--- src/rtl/lesc_pkg.sv ---
`timescale 1ns / 1ps
// Shared types and constants for the expert slot cache.
// No dependencies; every other file imports this package.
package lesc_pkg;

  localparam int TAG_W      = 20;
  localparam int STAMP_W    = 64;
  localparam int CFG_DATA_W = 9;
  localparam int CFG_IDX_W  = 1;

  localparam logic CMD_DEMAND   = 1'b0;
  localparam logic CMD_PREFETCH = 1'b1;

  localparam logic [CFG_IDX_W-1:0] CFG_SLOTS_IN_USE = 1'b0;
  localparam logic [CFG_IDX_W-1:0] CFG_LAYER_COUNT  = 1'b1;

  typedef enum logic [2:0] {
    ST_HIT     = 3'd0,
    ST_FILL    = 3'd1,
    ST_EVICT   = 3'd2,
    ST_PRESENT = 3'd3,
    ST_REJECT  = 3'd4
  } status_t;

  typedef struct packed {
    logic       command;
    logic [7:0] layer_index;
    logic [1:0] weight_kind;
    logic [9:0] expert_number;
  } in_item_t;

  typedef struct packed {
    status_t    status;
    logic [5:0] slot_index;
    logic [7:0] evicted_layer;
    logic [1:0] evicted_kind;
    logic [9:0] evicted_expert;
  } out_item_t;

  typedef struct packed {
    logic               valid;
    logic [TAG_W-1:0]   tag;
    logic [STAMP_W-1:0] stamp;
  } slot_entry_t;

  // controller -> datapath
  typedef struct packed {
    logic clear;
    logic load;
    logic scan_start;
    logic commit;
  } ctrl_cmd_t;

  // datapath -> controller
  typedef struct packed {
    logic clear_last;
    logic reject;
    logic scan_done;
    logic out_free;
  } dp_sts_t;

endpackage

--- src/rtl/lesc_ctrl.sv ---
`timescale 1ns / 1ps
// Sequencing state machine for the expert slot cache: clear pass, scan, commit.
// Depends on lesc_pkg for the command and status structs.
module lesc_ctrl (
  input  logic               clk,
  input  logic               rst,
  input  logic               in_valid,
  output logic               in_stall,
  input  lesc_pkg::dp_sts_t  sts,
  output lesc_pkg::ctrl_cmd_t cmd
);
  import lesc_pkg::*;

  typedef enum logic [4:0] {
    S_CLEAR  = 5'b00001,
    S_IDLE   = 5'b00010,
    S_START  = 5'b00100,
    S_WAIT   = 5'b01000,
    S_COMMIT = 5'b10000
  } state_t;

  state_t state, state_next;

  always_ff @(posedge clk) begin
    if (rst) begin
      state <= S_CLEAR;
    end else begin
      state <= state_next;
    end
  end

  always_comb begin
    state_next = state;
    cmd        = '0;
    in_stall   = 1'b1;
    case (state)
      S_CLEAR: begin
        cmd.clear = 1'b1;
        if (sts.clear_last) begin
          state_next = S_IDLE;
        end
      end
      S_IDLE: begin
        in_stall = 1'b0;
        if (in_valid) begin
          cmd.load   = 1'b1;
          state_next = S_START;
        end
      end
      S_START: begin
        // rejected requests skip the scan
        if (sts.reject) begin
          state_next = S_COMMIT;
        end else begin
          cmd.scan_start = 1'b1;
          state_next     = S_WAIT;
        end
      end
      S_WAIT: begin
        if (sts.scan_done) begin
          state_next = S_COMMIT;
        end
      end
      S_COMMIT: begin
        // hold until the output register can take the beat
        if (sts.out_free) begin
          cmd.commit = 1'b1;
          state_next = S_IDLE;
        end
      end
      default: begin
        state_next = S_CLEAR;
      end
    endcase
  end

endmodule

--- config.mk ---
export PLATFORM = sky130hd
export DESIGN_NAME = lesc_ctrl
export DESIGN_NICKNAME = d
export VERILOG_FILES = /design/src/rtl/lesc_pkg.sv /design/src/rtl/lesc_ctrl.sv
export SDC_FILE = /design/constraint.sdc
export NUM_CORES = 1
export LEC_CHECK = 0
export BUFFER_PORTS_ARGS = -buffer_cell sky130_fd_sc_hd__buf_4
export CAP_MARGIN = 25
export CELL_PAD_IN_SITES_DETAIL_PLACEMENT = 1
export CELL_PAD_IN_SITES_GLOBAL_PLACEMENT = 2
export CORE_MARGIN = 3
export CORE_UTILIZATION = 27
export CTS_CLUSTER_SIZE = 12
export DETAILED_ROUTE_END_ITERATION = 10
export PLACE_DENSITY = 0.73
export SLEW_MARGIN = 40
export SYNTH_ARGS = -nofsm -noshare
export SYNTH_HDL_FRONTEND = slang
export SYNTH_SLANG_ARGS = --single-unit
--- constraint.sdc ---
create_clock -name clk -period 5 [get_ports clk]
set_input_delay 1 -clock clk [delete_from_list [all_inputs] [get_ports clk]]
set_output_delay 1 -clock clk [all_outputs]
set_load 0.03 [all_outputs]
# Word level (Yosys, flattened, before mapping)
# Cells that the tools add are included.
dict set report classes {
  n_eq_ne 9
  muxes 14
  reduce_logical 1
}
# cell count
set op_table {}
lappend op_table {{two-way mux 5 bit} 5}
lappend op_table {{case mux 5 bit (5 select lines)} 1}
lappend op_table {{two-way mux 1 bit} 8}
lappend op_table {{!= test 2 bit, second input constant} 4}
lappend op_table {{== test 5 x 1 -> 1 bit, second input constant} 1}
lappend op_table {{== test 5 x 2 -> 1 bit, second input constant} 1}
lappend op_table {{== test 5 x 3 -> 1 bit, second input constant} 1}
lappend op_table {{== test 5 x 4 -> 1 bit, second input constant} 1}
lappend op_table {{== test 5 bit, second input constant} 1}
lappend op_table {{AND reduction 4 bit} 1}
dict set report totals {
  reg_bits 5
  input_bits 7
  word_cells 25
}

# Logic depth before layout (Yosys ltp)
dict set report depth {
  ltp_word 3
  ltp_mapped 7
  depth_no_buf 5
}

# Worst setup path after synthesis
# OpenSTA, ideal clock, no wires.
dict set report synth_timing {
  path_type {register -> output}
  startpoint {register state[0]}
  endpoint {output cmd[2] (netlist bit)}
  arrival_time_ns 1.605
  t_required_ns 4.000
  setup_slack_ns 2.395
  path_stages_with_launch 7
  path_buffers 2
  cell_sequence {dfxtp_1 > buf_6 > or3_4 > or3b_1 > buf_6 > inv_2 > and2_1}
}
# element line_no
set synth_lines {}
lappend synth_lines {{start: declaration} lesc_ctrl.sv:22} ;# state_t state, state_next;
lappend synth_lines {{start signal: assignment} lesc_ctrl.sv:28} ;# state <= state_next;
lappend synth_lines {{end: declaration} lesc_ctrl.sv:10} ;# output lesc_pkg::ctrl_cmd_t cmd

==> flow_metrics.tcl <==
set metrics [dict create \
    finalWorstSetupSlack_ns 2.16 \
    critPathMaxStageDelay_ns 0.49 \
    vias 341 \
    routedWlPerCell_um 12.6 \
    period_needed_ns 2.84 \
    p_sw_frac 0.343 \
    cts_max_level 1 \
    layout.cells.most_common "buf_4" \
    synth_cell_types 27 \
    crit_required_ns 4.00 \
    final_cell_mix "buf_4, dfxtp_1, nor2_1, or3_1, clkbuf_4" \
    yosysWarningCount 0 \
    grt-ovfl-total 0 \
    wl_um 844 \
    final_area_um2 449 \
    core-area_um2 1170 \
    numCtsBuffers 3 \
    cp_cell_sequence "or3_4 -> or3b_1 -> inv_2 -> and2_1 -> buf_4" \
    n_fill_cell 154 \
    switchingPower_mw 0.0553 \
    fin_nets 61 \
    max_slew_margin 0.845 \
    synthCells 41 \
    critPathCaptureType "output pin" \
    grt_max_degree 8 \
    seq_area_frac_synth 0.284 \
    cts_buffer_depth 2 \
    syn_avg_cell_area_um2 8.61 \
    start_util 0.301 \
    drc 0 \
    p_leak_nw 0.192 \
    cts_setup_buffers 0 \
    die_x_um 42.2 \
    cts.repair.resized 0 \
    p_total_mw 0.161 \
    die_y_um 42.2 \
    r2r_slack_ns 3.13 \
    drv_cap 0 \
    synth-seq-cells 5 \
    clock-sinks 5 \
    cts-root-buf "clkbuf_4" \
    path_max_fanout 7 \
    worstMarginPinSlew_ns 0.231 \
    finalCritPeriodShare 0.569 \
    vias_per_cell 5.09 \
    antenna_found_initial 0 \
    rows 12 \
    die_area_um2 1780 \
    hold_violations 0 \
    hp-class "reg -> reg" \
    slowest_stage "or3b_1" \
    clock_latency_ns 0.24 \
    syn_nets 48 \
    setup-violations-final 0 \
    outcome "finished, final reports clean" \
    netlist_area_um2 353 \
    track_usage 0.104 \
    io_pins 12 \
    rsz0062_at_grt "false" \
    drtPass1Iterations 2 \
    clk_pin_slew_ns 0.04 \
    regMostFlops "state" \
    slew_violations 0 \
    grt_pass1_wl_mm 1.44 \
    powerDensity_nw_per_um2 359 \
    synthToLayoutAreaGrowth_pct 27.3 \
    tritoncts "built" \
    top_regs "state x5" \
    layout.area.seq_um2 100 \
    p_comb_frac 0.391 \
    dpl_worst_slack_ns 2.29 \
    multiInputGateArea_um2 215 \
    drive_gt1_frac 0.321 \
    largest_reg_flops 5 \
    worstPathArrival_ns 1.84 \
    setup-tns-final_ns 0 \
    first_iter_violations 4 \
    port_buffers 11 \
    skew_ns 0.00356 \
    pwr-share-clk 0.278 \
    drtAntennaViolNets 0 \
    holdWs_ns 0.684 \
    n_antenna_cell 0 \
    worstSetupPathType "reg -> out" \
    cts_hold_buffers 0 \
    grt_pass1_vias 343 \
    peakVddDrop_v 0.000162 \
    seqPwrFrac 0.331 \
    p_int_mw 0.106 \
    gp_congestion 0.704 \
    postPlaceCellArea_um2 423 \
    cp-start-kind "register" \
    fmax_mhz 351 \
]
## cell type report
| class | instances | area share |
|---|---|---|
| repair buffers | 11 | 0.184 |
| multi-input cells | 31 | 0.479 |
| flip-flops and latches | 5 | 0.223 |
| inverters | 2 | 0.0167 |
| well taps | 14 | 0.0390 |
| clock buffers | 4 | 0.0585 |
## worst paths after layout
| path | start | end | cells past startpoint |
|---|---|---|---|
| worst max register to register | state[2] | state[0] | 5 |
| worst min register to register | state[1] | state[1] | 2 |
| worst min-delay path | state[1] | state[1] | 2 |
| worst max-delay path | state[2] | cmd[2] | 5 |
## synthesized netlist by cell type, drive strengths merged
master / number / area share
nand4b: 1 / 0.025
nand3b: 1 / 0.021
or3b: 2 / 0.050
nor2: 4 / 0.043
a211oi: 1 / 0.021
dfxtp: 5 / 0.28
o32a: 1 / 0.028
or3: 4 / 0.085
o2111ai: 1 / 0.043
and3: 1 / 0.018
nand2: 2 / 0.021
nand2b: 1 / 0.018
buf: 3 / 0.085
xnor2: 1 / 0.025
xor2: 1 / 0.025
o21ai: 1 / 0.014
and2: 2 / 0.035
or4b: 1 / 0.028
inv: 2 / 0.021
a21oi: 2 / 0.028
a211o: 1 / 0.025
nor3: 1 / 0.014
nor3b: 1 / 0.021
or2b: 1 / 0.021
## power groups by stage
stage | Combinational (mW) | Sequential, mW | Clock [mW]
finish | 0.0630 | 0.0534 | 0.0447
global route | 0.0697 | 0.0546 | 0.0503
CTS | 0.0641 | 0.0532 | 0.0465
detailed placement | 0.0636 | 0.0540 | 0
global placement | 0.0621 | 0.0536 | 0
floorplan | 0.0542 | 0.0493 | 0
## logic make-up after synthesis
logic type,after synthesis,synth area share
AO/OA/AOI/OAI,7,0.160
buffers and inverters,5,0.106
AND/OR/NAND/NOR,22,0.401
XOR/XNOR,2,0.0497
flip-flops,5,0.284
## worst max-delay path: cells and delay by family, from the launching register on
kind	cells	cell delay (ns)
simple gates	3	1.02
buf+inv	2	0.24
flops	1	0.35
## routing by layer
metal	share of wire	GRT usage
met3	0.068	0.0258
met2	0.51	0.182
met1	0.41	0.114
met4	0.0047	0.0559
met5	0	0
## through the flow
stage / util / cells
finish: 0.384 / 67
floorplan: - / 41
global route: 0.384 / 67
detailed placement: 0.361 / 63
global placement: 0.361 / 63
CTS: 0.384 / 67
Power figures use the tool's default switching activity.
